<file path="config.mk">
export PLATFORM = sky130hd
export DESIGN_NAME = timer_prescaler_period_factoring_core
export DESIGN_NICKNAME = d
export VERILOG_FILES = /design/src/tpf_pkg.sv /design/src/tpf_div.sv /design/src/tpf_datapath.sv /design/src/tpf_ctrl.sv /design/src/timer_prescaler_period_factoring_core.sv
export SDC_FILE = /design/constraint.sdc
export NUM_CORES = 2
export LEC_CHECK = 0
export ABC_AREA = 1
export BUFFER_PORTS_ARGS = -buffer_cell sky130_fd_sc_hd__buf_2
export CAP_MARGIN = 20
export CORE_MARGIN = 2
export CORE_UTILIZATION = 34
export CTS_BUF_LIST = sky130_fd_sc_hd__clkbuf_16
export DETAILED_ROUTE_END_ITERATION = 6
export HOLD_SLACK_MARGIN = 0.05
export SLEW_MARGIN = 30
export SYNTH_ARGS = -nofsm -noshare
export SYNTH_HDL_FRONTEND = slang
export SYNTH_HIERARCHICAL = 1
export SYNTH_SLANG_ARGS = --single-unit
</file>
<file path="constraint.sdc">
create_clock -name clk -period 7.55 [get_ports clk]
set_input_delay 0.755 -clock clk [delete_from_list [all_inputs] [get_ports clk]]
set_output_delay 0.755 -clock clk [all_outputs]
set_load 0.01 [all_outputs]
</file>
<file path="src/tpf_pkg.sv">
// ----------------------------------------------------------------------------
// tpf_pkg: shared types for the timer prescaler / period factor search
// Controller states and the command and status groups between control and
// datapath.
// ----------------------------------------------------------------------------
`default_nettype none

package tpf_pkg;

	localparam int unsigned NW = 32; // target count width
	localparam int unsigned FW = 16; // factor width

	typedef enum logic [3:0] {
		ST_IDLE,
		ST_QMUL,
		ST_QREM,
		ST_QFIX,
		ST_DIV1_GO,
		ST_DIV1_WAIT,
		ST_LOOP,
		ST_DIV_WAIT,
		ST_MUL,
		ST_CHK,
		ST_MUL2,
		ST_CMP,
		ST_FINISH
	} tpf_state_t;

	typedef struct packed {
		logic load_n;     // take the clamped target count
		logic div_start;  // launch the divider on n/a
		logic q_est;      // estimate (n-1)/FACTOR_MAX by reciprocal
		logic q_low;      // estimate times FACTOR_MAX
		logic set_a0;     // a = corrected quotient + 1
		logic set_b_init; // b = quotient, seed best pair and bound
		logic set_b;      // b = quotient
		logic mul;        // product = a*b
		logic bump;       // b = b + 1, 16-bit wrap
		logic take_best;  // keep current pair
		logic a_inc;      // advance a
		logic load_out;   // copy best pair to output register
	} tpf_cmd_t;

	typedef struct packed {
		logic div_done;
		logic a_last;     // a has reached FACTOR_MAX-1
		logic err_gt_half;
		logic better;
		logic exact;
	} tpf_sts_t;

endpackage

`default_nettype wire

</file>
<file path="src/tpf_div.sv">
// ----------------------------------------------------------------------------
// tpf_div: iterative unsigned divider
// Restoring division of a 32-bit dividend by a 16-bit divisor, one quotient
// bit per cycle; done pulses with the final bit.
// ----------------------------------------------------------------------------
`default_nettype none

module tpf_div
	import tpf_pkg::*;
(
	input  wire logic          clk,
	input  wire logic          arst_n,
	input  wire logic          start,
	input  wire logic [NW-1:0] dividend,
	input  wire logic [FW-1:0] divisor,
	output logic      [NW-1:0] quot,
	output logic               done
);

	logic [NW-1:0] quot_q;
	logic [FW-1:0] rem_q;
	logic [FW-1:0] div_q;
	logic [4:0]    cnt_q;
	logic          busy_q;
	logic          done_q;
	logic [FW:0]   trial;
	logic          fits;

	assign trial = {rem_q, quot_q[NW-1]};
	assign fits  = trial >= {1'b0, div_q};

	always_ff @(posedge clk or negedge arst_n) begin
		if (!arst_n) begin
			busy_q <= 1'b0;
			done_q <= 1'b0;
			cnt_q  <= '0;
		end else begin
			done_q <= 1'b0;
			if (start) begin
				busy_q <= 1'b1;
				cnt_q  <= '0;
			end else if (busy_q) begin
				cnt_q <= cnt_q + 5'd1;
				if (cnt_q == 5'd31) begin
					busy_q <= 1'b0;
					done_q <= 1'b1;
				end
			end
		end
	end

	always_ff @(posedge clk) begin
		if (start) begin
			quot_q <= dividend;
			rem_q  <= '0;
			div_q  <= divisor;
		end else if (busy_q) begin
			// shift in the next dividend bit, subtract where it fits
			quot_q <= {quot_q[NW-2:0], fits};
			rem_q  <= fits ? FW'(trial - {1'b0, div_q}) : trial[FW-1:0];
		end
	end

	assign quot = quot_q;
	assign done = done_q;

endmodule

`default_nettype wire

</file>
<file path="src/tpf_datapath.sv">
// ----------------------------------------------------------------------------
// tpf_datapath: factor search datapath
// Holds target, candidate pair, best pair and error bound; one divider, one
// 16x16 multiplier for a*b, plus a reciprocal multiplier and a FACTOR_MAX
// multiplier for the starting prescaler, driven by controller commands.
// ----------------------------------------------------------------------------
`default_nettype none

module tpf_datapath
	import tpf_pkg::*;
#(
	parameter int unsigned FACTOR_MAX = 65535
) (
	input  wire logic          clk,
	input  wire logic          arst_n,
	input  wire logic [NW-1:0] target_count,
	input  wire tpf_cmd_t      cmd,
	output tpf_sts_t           sts,
	output logic      [FW-1:0] prescale_factor,
	output logic      [FW-1:0] period_factor
);

	localparam logic [63:0]   NMAX_W = 64'(FACTOR_MAX) * 64'(FACTOR_MAX);
	localparam logic [NW-1:0] NMAX   = NMAX_W[NW-1:0];
	localparam logic [FW-1:0] FMAX   = FW'(FACTOR_MAX);
	localparam logic [FW-1:0] A_END  = FW'(FACTOR_MAX - 1);
	// floor(2^32 / FACTOR_MAX): the estimate is the quotient or one below it
	localparam logic [NW-1:0] RECIP  = NW'((64'd1 << NW) / 64'(FACTOR_MAX));

	logic [NW-1:0] n_q;
	logic [NW-1:0] nm1_q;
	logic [FW-1:0] q_est_q;
	logic [NW-1:0] q_low_q;
	logic [FW-1:0] a_q;
	logic [FW-1:0] b_q;
	logic [NW-1:0] prod_q;
	logic [FW-1:0] best_a_q;
	logic [FW-1:0] best_b_q;
	logic [NW:0]   abs_best_q;
	logic [FW-1:0] out_a_q;
	logic [FW-1:0] out_b_q;

	logic [NW-1:0]   n_clamp;
	logic [NW-1:0]   nm1_clamp;
	logic [2*NW-1:0] recip_prod;
	logic [NW:0]     q_room;
	logic            q_fix;
	logic [NW-1:0]   quot;
	logic            div_done;
	logic [FW-1:0]   a_next0;
	logic [NW+1:0]   diff_pos;
	logic [NW+1:0]   diff_neg;
	logic [NW:0]     abs_err;

	always_comb begin
		if (target_count == '0) begin
			n_clamp   = NW'(1);
			nm1_clamp = '0;
		end else if (target_count > NMAX) begin
			n_clamp   = NMAX;
			nm1_clamp = NMAX - NW'(1);
		end else begin
			n_clamp   = target_count;
			nm1_clamp = target_count - NW'(1);
		end
	end

	tpf_div u_div (
		.clk      (clk),
		.arst_n   (arst_n),
		.start    (cmd.div_start),
		.dividend (n_q),
		.divisor  (a_q),
		.quot     (quot),
		.done     (div_done)
	);

	assign recip_prod = {{NW{1'b0}}, nm1_q} * {{NW{1'b0}}, RECIP};

	// bump the estimate where the remainder still holds a whole FACTOR_MAX
	assign q_room  = {1'b0, q_low_q} + {{(NW+1-FW){1'b0}}, FMAX};
	assign q_fix   = {1'b0, nm1_q} >= q_room;
	assign a_next0 = q_est_q + FW'(1) + {{(FW-1){1'b0}}, q_fix};

	assign diff_pos = {2'b00, prod_q} - {2'b00, n_q};
	assign diff_neg = {2'b00, n_q} - {2'b00, prod_q};
	assign abs_err  = diff_pos[NW+1] ? diff_neg[NW:0] : diff_pos[NW:0];

	assign sts.div_done    = div_done;
	assign sts.a_last      = a_q >= A_END;
	assign sts.err_gt_half = abs_err > {{(NW+1-FW+1){1'b0}}, a_q[FW-1:1]};
	assign sts.better      = abs_err < abs_best_q;
	assign sts.exact       = abs_err == '0;

	always_ff @(posedge clk) begin
		if (cmd.load_n) begin
			n_q   <= n_clamp;
			nm1_q <= nm1_clamp;
		end
		if (cmd.q_est)
			q_est_q <= recip_prod[NW+FW-1:NW];
		if (cmd.q_low)
			q_low_q <= {{(NW-FW){1'b0}}, q_est_q} * {{(NW-FW){1'b0}}, FMAX};
		if (cmd.set_a0)
			a_q <= (a_next0 == '0) ? FW'(1) : a_next0;
		else if (cmd.a_inc)
			a_q <= a_q + FW'(1);
		if (cmd.set_b_init || cmd.set_b)
			b_q <= quot[FW-1:0];
		else if (cmd.bump)
			b_q <= b_q + FW'(1);
		if (cmd.mul)
			prod_q <= {{(NW-FW){1'b0}}, a_q} * {{(NW-FW){1'b0}}, b_q};
		if (cmd.set_b_init) begin
			best_a_q   <= a_q;
			best_b_q   <= quot[FW-1:0];
			abs_best_q <= {1'b0, n_q};
		end else if (cmd.take_best) begin
			best_a_q   <= a_q;
			best_b_q   <= b_q;
			abs_best_q <= abs_err;
		end
		if (cmd.load_out) begin
			out_a_q <= best_a_q;
			out_b_q <= best_b_q;
		end
	end

	assign prescale_factor = out_a_q;
	assign period_factor   = out_b_q;

endmodule

`default_nettype wire

</file>
<file path="src/tpf_ctrl.sv">
// ----------------------------------------------------------------------------
// tpf_ctrl: factor search controller
// Sequences start-up steps, the walk over a, and the output handshake.
// ----------------------------------------------------------------------------
`default_nettype none

module tpf_ctrl
	import tpf_pkg::*;
(
	input  wire logic     clk,
	input  wire logic     arst_n,
	input  wire logic     in_valid,
	output logic          in_ready,
	output logic          out_valid,
	input  wire logic     out_ready,
	input  wire tpf_sts_t sts,
	output tpf_cmd_t      cmd
);

	tpf_state_t state_q;
	tpf_state_t state_d;
	logic       out_valid_q;
	logic       out_free;

	assign out_free = !out_valid_q || out_ready;

	always_comb begin
		state_d = state_q;
		case (state_q)
			ST_IDLE:      if (in_valid) state_d = ST_QMUL;
			ST_QMUL:      state_d = ST_QREM;
			ST_QREM:      state_d = ST_QFIX;
			ST_QFIX:      state_d = ST_DIV1_GO;
			ST_DIV1_GO:   state_d = ST_DIV1_WAIT;
			ST_DIV1_WAIT: if (sts.div_done) state_d = ST_LOOP;
			ST_LOOP:      state_d = sts.a_last ? ST_FINISH : ST_DIV_WAIT;
			ST_DIV_WAIT:  if (sts.div_done) state_d = ST_MUL;
			ST_MUL:       state_d = ST_CHK;
			ST_CHK:       state_d = sts.err_gt_half ? ST_MUL2 : ST_CMP;
			ST_MUL2:      state_d = ST_CMP;
			ST_CMP:       state_d = (sts.better && sts.exact) ? ST_FINISH : ST_LOOP;
			ST_FINISH:    if (out_free) state_d = ST_IDLE;
			default:      state_d = ST_IDLE;
		endcase
	end

	always_comb begin
		cmd      = '0;
		in_ready = 1'b0;
		case (state_q)
			ST_IDLE: begin
				in_ready   = 1'b1;
				cmd.load_n = in_valid;
			end
			ST_QMUL: begin
				cmd.q_est = 1'b1;
			end
			ST_QREM: begin
				cmd.q_low = 1'b1;
			end
			ST_QFIX: begin
				cmd.set_a0 = 1'b1;
			end
			ST_DIV1_GO: begin
				cmd.div_start = 1'b1;
			end
			ST_DIV1_WAIT: begin
				cmd.set_b_init = sts.div_done;
			end
			ST_LOOP: begin
				cmd.div_start = !sts.a_last;
			end
			ST_DIV_WAIT: begin
				cmd.set_b = sts.div_done;
			end
			ST_MUL: begin
				cmd.mul = 1'b1;
			end
			ST_CHK: begin
				cmd.bump = sts.err_gt_half;
			end
			ST_MUL2: begin
				cmd.mul = 1'b1;
			end
			ST_CMP: begin
				cmd.take_best = sts.better;
				// advance unless an exact match ends the walk
				cmd.a_inc     = !(sts.better && sts.exact);
			end
			ST_FINISH: begin
				cmd.load_out = out_free;
			end
			default: begin
				cmd = '0;
			end
		endcase
	end

	always_ff @(posedge clk or negedge arst_n) begin
		if (!arst_n) begin
			state_q     <= ST_IDLE;
			out_valid_q <= 1'b0;
		end else begin
			state_q <= state_d;
			if (cmd.load_out)
				out_valid_q <= 1'b1;
			else if (out_ready)
				out_valid_q <= 1'b0;
		end
	end

	assign out_valid = out_valid_q;

endmodule

`default_nettype wire

</file>
<file path="src/timer_prescaler_period_factoring_core.sv">
// Search: up to 65533 steps over a, each waiting on the bit-serial divider; an exact
// match ends the walk early, and an empty walk goes straight to the result.
// Throughput: one word at a time; the next word is taken once the result is in the
// output register, which may still wait for the sink.
// Reset: arst_n clears the controller and output valid; data registers are not reset.
// ----------------------------------------------------------------------------
// timer_prescaler_period_factoring_core: prescaler / period factor search
// Finds 16-bit factors a and b whose product comes closest to a target count.
// ----------------------------------------------------------------------------
`default_nettype none

module timer_prescaler_period_factoring_core
	import tpf_pkg::*;
#(
	parameter int unsigned FACTOR_MAX = 65535
) (
	input  wire logic        clk,
	input  wire logic        arst_n,
	input  wire logic        s_axis_tvalid,
	output logic             s_axis_tready,
	input  wire logic [31:0] s_axis_tdata,  // [31:0] target_count
	output logic             m_axis_tvalid,
	input  wire logic        m_axis_tready,
	output logic      [31:0] m_axis_tdata   // [15:0] prescale_factor, [31:16] period_factor
);

	tpf_cmd_t      cmd;
	tpf_sts_t      sts;
	logic [FW-1:0] prescale_factor;
	logic [FW-1:0] period_factor;

	tpf_ctrl u_ctrl (
		.clk       (clk),
		.arst_n    (arst_n),
		.in_valid  (s_axis_tvalid),
		.in_ready  (s_axis_tready),
		.out_valid (m_axis_tvalid),
		.out_ready (m_axis_tready),
		.sts       (sts),
		.cmd       (cmd)
	);

	tpf_datapath #(
		.FACTOR_MAX (FACTOR_MAX)
	) u_datapath (
		.clk             (clk),
		.arst_n          (arst_n),
		.target_count    (s_axis_tdata),
		.cmd             (cmd),
		.sts             (sts),
		.prescale_factor (prescale_factor),
		.period_factor   (period_factor)
	);

	assign m_axis_tdata = {period_factor, prescale_factor};

endmodule

`default_nettype wire
</file>
=== Word level (Yosys, flattened, before mapping) ===
Cells that the tools add are included.

* Register bits: 349
* Latch bits: 0
* RAM bits: 0
* Bits in read-only memories: 0
* Input port bits: 36
* Memories: 0

* Add/sub/neg operators: 10
* Multipliers: 3
* Div/mod/pow operators: 0
* $lt $le $gt $ge: 6
* Equality and inequality tests: 17
* Shift-type cells: 0
* Muxes and demuxes: 47
* Bitwise operators: 0
* Reduce and logical (&&, ||, !) cells: 18

{| class="wikitable"
|+ Operators by type and width
! operator !! count
|-
| $mux 32 || 6
|-
| $mux 16 || 10
|-
| $sub 32x32->33 || 2
|-
| $pmux 4 s13 || 1
|-
| $add 16x1->16 const B || 3
|-
| $mul 32x17->48 const B || 1
|-
| $add 32x16->33 const B || 1
|-
| $ge 32x33->1 || 1
|-
| $gt 33x15->1 || 1
|-
| $logic_not 33->1 || 1
|-
| $lt 33x33->1 || 1
|-
| $mux 33 || 1
|-
| $gt 32x32->1 const B || 1
|-
| $logic_not 32->1 || 1
|-
| $mul 16x16->32 || 1
|-
| $mul 16x16->32 const B || 1
|-
| $sub 32x1->32 const B || 1
|-
| $mux 4 || 6
|-
| $eq 4x4->1 const B || 5
|-
| $mux 1 || 19
|-
| $ge 17x16->1 || 1
|-
| $add 16x1->16 || 1
|-
| $eq 4x3->1 const B || 4
|-
| $ge 16x16->1 const B || 1
|-
| other kinds (18) || 30
|}

=== Longest topological paths before layout ===
* Word-level depth: 8
* Depth in mapped cells: 34

=== Hierarchy ===
Netlist, hierarchy kept.

{| class="wikitable"
|+ By module, submodules not included
! module !! instances !! cells an instance !! area each (µm²) !! seq. area each (µm²)
|-
| tpf_datapath || 1 || 4,277 || 34,297.9 || 8,187.9
|-
| tpf_div || 1 || 522 || 4,031.4 || 1,936.9
|-
| tpf_ctrl || 1 || 82 || 480.5 || 125.1
|}

=== Worst setup path after synthesis ===
No wires, ideal clock.

* Path kind: reg-to-reg
* Start point: register u_datapath.a_q[8]
* End point: register u_datapath.prod_q[25] (data pin)
* Arrival: 5.606 ns
* Required time: 7.290 ns
* Setup slack: 1.684 ns
* Stages on the path, launching flop included: 25
* Path buffers: 2
* Period minus slack after synthesis: 5.866 ns
* Path through: edfxtp_1 > clkbuf_1 > buf_1 > nand2_1 > fa_1 > inv_1 > fa_1 > inv_1 > fa_1 > inv_1 > fa_1 > inv_1 > fa_1 > inv_1 > fa_1 > ha_1 > nand2_1 > nor2_1 > inv_1 > o21bai_1 > a21oi_1 > o21ai_0 > nand2_1 > nand2_1 > xor2_1

* Longest elaborated chain between the ends: 1

{| class="wikitable"
|+ Ends and longest elaborated chain
! what !! line !! source
|-
| start, declared || tpf_datapath.sv:34 || <nowiki>logic [FW-1:0] a_q;</nowiki>
|-
| start signal, assigned || tpf_datapath.sv:105 || <nowiki>a_q <= (a_next0 == '0) ? FW'(1) : a_next0;</nowiki>
|-
| start signal, assigned || tpf_datapath.sv:107 || <nowiki>a_q <= a_q + FW'(1);</nowiki>
|-
| $mul 16x16->32 || tpf_datapath.sv:113 || <nowiki>prod_q <= {{(NW-FW){1'b0}}, a_q} * {{(NW-FW){1'b0}}, b_q};</nowiki>
|-
| end signal, assigned || tpf_datapath.sv:113 ||
|-
| end, declared || tpf_datapath.sv:36 || <nowiki>logic [NW-1:0] prod_q;</nowiki>
|}

Every way passes these cells.
A chain may end at the register's enable or synchronous reset.

=== Worst setup path after layout ===
* Start point: register u_datapath.b_q[11]
* End point: register u_datapath.prod_q[22] (data pin)

* Longest elaborated chain between the ends: 1

{| class="wikitable"
|+ Ends and longest elaborated chain
! what !! line !! source
|-
| start, declared || tpf_datapath.sv:35 || <nowiki>logic [FW-1:0] b_q;</nowiki>
|-
| start signal, assigned || tpf_datapath.sv:109 || <nowiki>b_q <= quot[FW-1:0];</nowiki>
|-
| start signal, assigned || tpf_datapath.sv:111 || <nowiki>b_q <= b_q + FW'(1);</nowiki>
|-
| $mul 16x16->32 || tpf_datapath.sv:113 ||
|}

Every way passes these cells.

==> impl_metrics.csv <==
group,metric,value,unit
status,status,"finished, final reports clean",
critical_path,worstSetupPathType,"reg2reg",
yosys,yosysUniqueCellTypes,60,
placement,dpl.hpwl,92400,um
floorplanning,fp.coreArea,113000,um2
yosys,synth_top_area_share,24.8,%
floorplanning,io_pins,70,
sta,worstMarginPinSlew,1.04,ns
floorplanning,initial_core_util,34.4,%
critical_path,required,7.88,ns
placement,gp_congestion,0.977,
yosys,synth-main-ff-cell,"edfxtp_1",
final_layout,drive_above_1_share,5.88,%
global_route,track_usage,19.4,%
global_route,grt_pass1_wl,176000,um
critical_path,worstPathArrival,6.76,ns
pwr,p_leak,0.0215,uW
clock_network,cts_tree,"done",
detailed_routing,via_count,31100,
run,maxCapViolCount,0,
floorplanning,die_h,342,um
clock_network,cts_buffer_depth,3,
critical_path,start_kind,"register",
sta,post-route-period-util,85.3,%
yosys,ys_seq_area_share,26.4,%
critical_path,cp_max_fo,19,
detailed_routing,drc_errors,0,
sta,final_max_slew_viol_count,0,
sta,hold_violations,0,
sta,finalSetupTns,0,ns
yosys,netlist_top_cells_area,"edfxtp_1 (25%), fa_1 (17%), ha_1 (14%), nand2_1 (13%), inv_1 (10%)",
detailed_routing,vias_per_cell,4.83,
sta,rsz0062_at_grt,"false",
final_layout,fillers,11700,
clock_network,root_buffer,"clkbuf_16",
detailed_routing,wl,113000,um
sta,setup_viol,0,
pwr,powerDensity,101,nW/um2
clock_network,cts_buffers,43,
pwr,peakVddDrop,161,uV
yosys,avgSynthCellArea,7.95,um2
yosys,yosysMostFrequentCell,"nand2_1",
detailed_routing,ant_nets,0,
clock_network,insertion_delay,0.60,ns
sta,clock_skew,0.0279,ns
floorplanning,die-area,117000,um2
yosys,synth_area_leader_cell,"edfxtp_1",
final_layout,area_growth,8.72,%
global_route,grt_pass1_vias,30800,
hold_path,hold_class,"in2reg",
sta,fmaxAchievable,0.155,GHz
yosys,yosysWarnings,6,
yosys,netlist_area,38800,um2
yosys,synth_nets,5662,
final_layout,final_util,37.4,%
sta,slew_headroom,30.4,%
final_layout,layout.nets,5682,
sta,finalCriticalPeriod,6.44,ns
detailed_routing,detail_route.iter0.violations,2568,
placement,place_ws,1.12,ns
floorplanning,row_count,123,
global_route,grt_max_degree,94,
yosys,ys_ff_latch,349,
clock_network,path_clk_slew,0.06,ns
clock_network,clock_sinks,349,
global_route,antenna_found_initial,2,
clock_network,post_cts.repair.setup_buffers,0,
yosys,synth_cells,4881,
detailed_routing,dr.pass1.iters,6,
yosys,synth-edff-count,320,
yosys,synthArstFlopShare,3.44,%
clock_network,h-tree-depth,2,
global_route,grt_remaining_overflow,0,
floorplanning,die_w,342,um
sta,holdWs,0.396,ns
yosys,synth_commonest_cells,"nand2_1 (1,355), inv_1 (1,037), ha_1 (423)",
placement,io_buffers,69,
sta,setup_ws,1.11,ns
detailed_routing,avgRoutedWirePerCell,17.5,um
critical_path,cp-end-kind,"register",
-- area by class of cell --
class | instances | area, um2 | share of cell area (%)
Clock buffer | 43 | 1080 | 2.55
Multi-Input combinational cell | 3336 | 24000 | 56.8
Inverter | 1068 | 4010 | 9.50
Sequential cell | 349 | 10200 | 24.3
Timing Repair Buffer | 103 | 634 | 1.50
Clock inverter | 37 | 364 | 0.863
Antenna cell | 1 | 2.50 | 0.00593
Tap cell | 1500 | 1880 | 4.45
-- cell families (layout without fill, tap and decap cells) --
| logic type | count (synthesis) | in the layout | synth area share [%] |
|---|---|---|---|
| simple gates | 2013 | 2013 | 21.7 |
| buf+inv | 1196 | 1251 | 11.9 |
| compound gates | 407 | 407 | 5.88 |
| xor+xnor | 171 | 171 | 3.86 |
| flops | 349 | 349 | 26.4 |
| other cells | 0 | 1 | 0 |
| fa+ha+maj | 745 | 745 | 30.2 |
-- repair_timing --
action | 4_1_cts | 5_1_grt
hold buffers | 1 | 0
setup endpoints to repair | 0 | 0
resized for setup | 0 | 0
endpoints found under the hold margin | 12 | 0
-- power by group --
group | internal, uW | switching (uW)
clock network | 1200 | 920
logic | 18.2 | 41.9
registers | 2080 | 0.00000000000000996
total | 3300 | 962
-- metrics by stage --
stage          total power [uW]  instance area, um2  std cells
2_1_floorplan              2150               38800       4881
3_3_place_gp               2180               40700       6352
3_5_place_dp               2180               40700       6352
4_1_cts                    4320               42100       6433
5_1_grt                    4400               42200       6437
6_report                   4260               42200       6437
-- worst paths after layout --
kind,start,endpoint,slack (ns),cells past startpoint
setup / recovery,u_datapath/b_q[11]$_DFFE_PP_,u_datapath/prod_q[22]$_DFFE_PP_,1.11,19
hold / removal,s_axis_tdata[19],u_datapath/n_q[19]$_SDFFCE_PP0P_,0.40,1
setup reg to reg,u_datapath/b_q[11]$_DFFE_PP_,u_datapath/prod_q[22]$_DFFE_PP_,1.11,19
hold reg to reg,u_datapath/best_b_q[8]$_DFFE_PP_,u_datapath/period_factor[8]$_DFFE_PP_,0.41,0
max in group asynchronous,arst_n,u_ctrl/out_valid$_DFFE_PN0P_,6.70,2
min in group asynchronous,arst_n,u_datapath/u_div/cnt_q[4]$_DFFE_PN0P_,0.60,2
-- worst max-delay path, stage by stage (launching register included) --
cell,delay [ns]
edfxtp_1,1.03
nand2_1,0.20
fa_1,0.53
fa_1,0.50
inv_1,0.06
fa_1,0.55
inv_1,0.07
fa_1,0.50
fa_1,0.54
inv_1,0.05
fa_1,0.47
ha_1,0.37
nand2_1,0.11
inv_1,0.09
nand2_1,0.06
o21ai_0,0.26
a21oi_1,0.15
o21ai_0,0.32
a21oi_1,0.13
xnor2_1,0.14
-- flip-flops by register name, indices dropped and copies added, names as in the netlist --
name                        flops
u_datapath/u_div/quot          32
u_datapath/a_q                 16
u_datapath/nm1_q               32
u_datapath/best_a_q            16
u_datapath/prod_q              32
u_datapath/q_low_q             32
u_datapath/u_div/div_q         16
u_datapath/u_div/busy_q         1
u_datapath/best_b_q            16
u_datapath/q_est_q             16
u_datapath/u_div/cnt_q          5
u_datapath/b_q                 16
u_ctrl/state_q                  4
u_datapath/n_q                 32
u_datapath/abs_best_q          33
u_datapath/u_div/rem_q         16
u_datapath/prescale_factor     16
u_datapath/u_div/done           1
u_datapath/period_factor       16
u_ctrl/out_valid                1
-- layer usage --
metal / vias to the layer above / global-route usage [%] / share of wire, %
met5: - / 0 / 0
met4: 0 / 5.52 / 2.9
met3: 146 / 2.77 / 6.3
met2: 918 / 31.9 / 46
met1: 14800 / 26.5 / 44
li1: 15200 / - / -
-- cell usage in the layout (no fill, tap or decap), types with 22 or more instances in the layout --
cell type and instances:
nand3_1 174, nand4_1 67, xor2_1 125, nand2_2 26, ha_1 423, xnor2_1 46
nor3_1 47, edfxtp_1 320, inv_2 28, buf_4 30, nand2_1 1355, clkbuf_16 43
o21ai_0 128, nor2_1 253, nor2_2 22, fa_1 322, a21oi_1 187, inv_1 1041
buf_2 69
(Power assumes the default switching activity.)
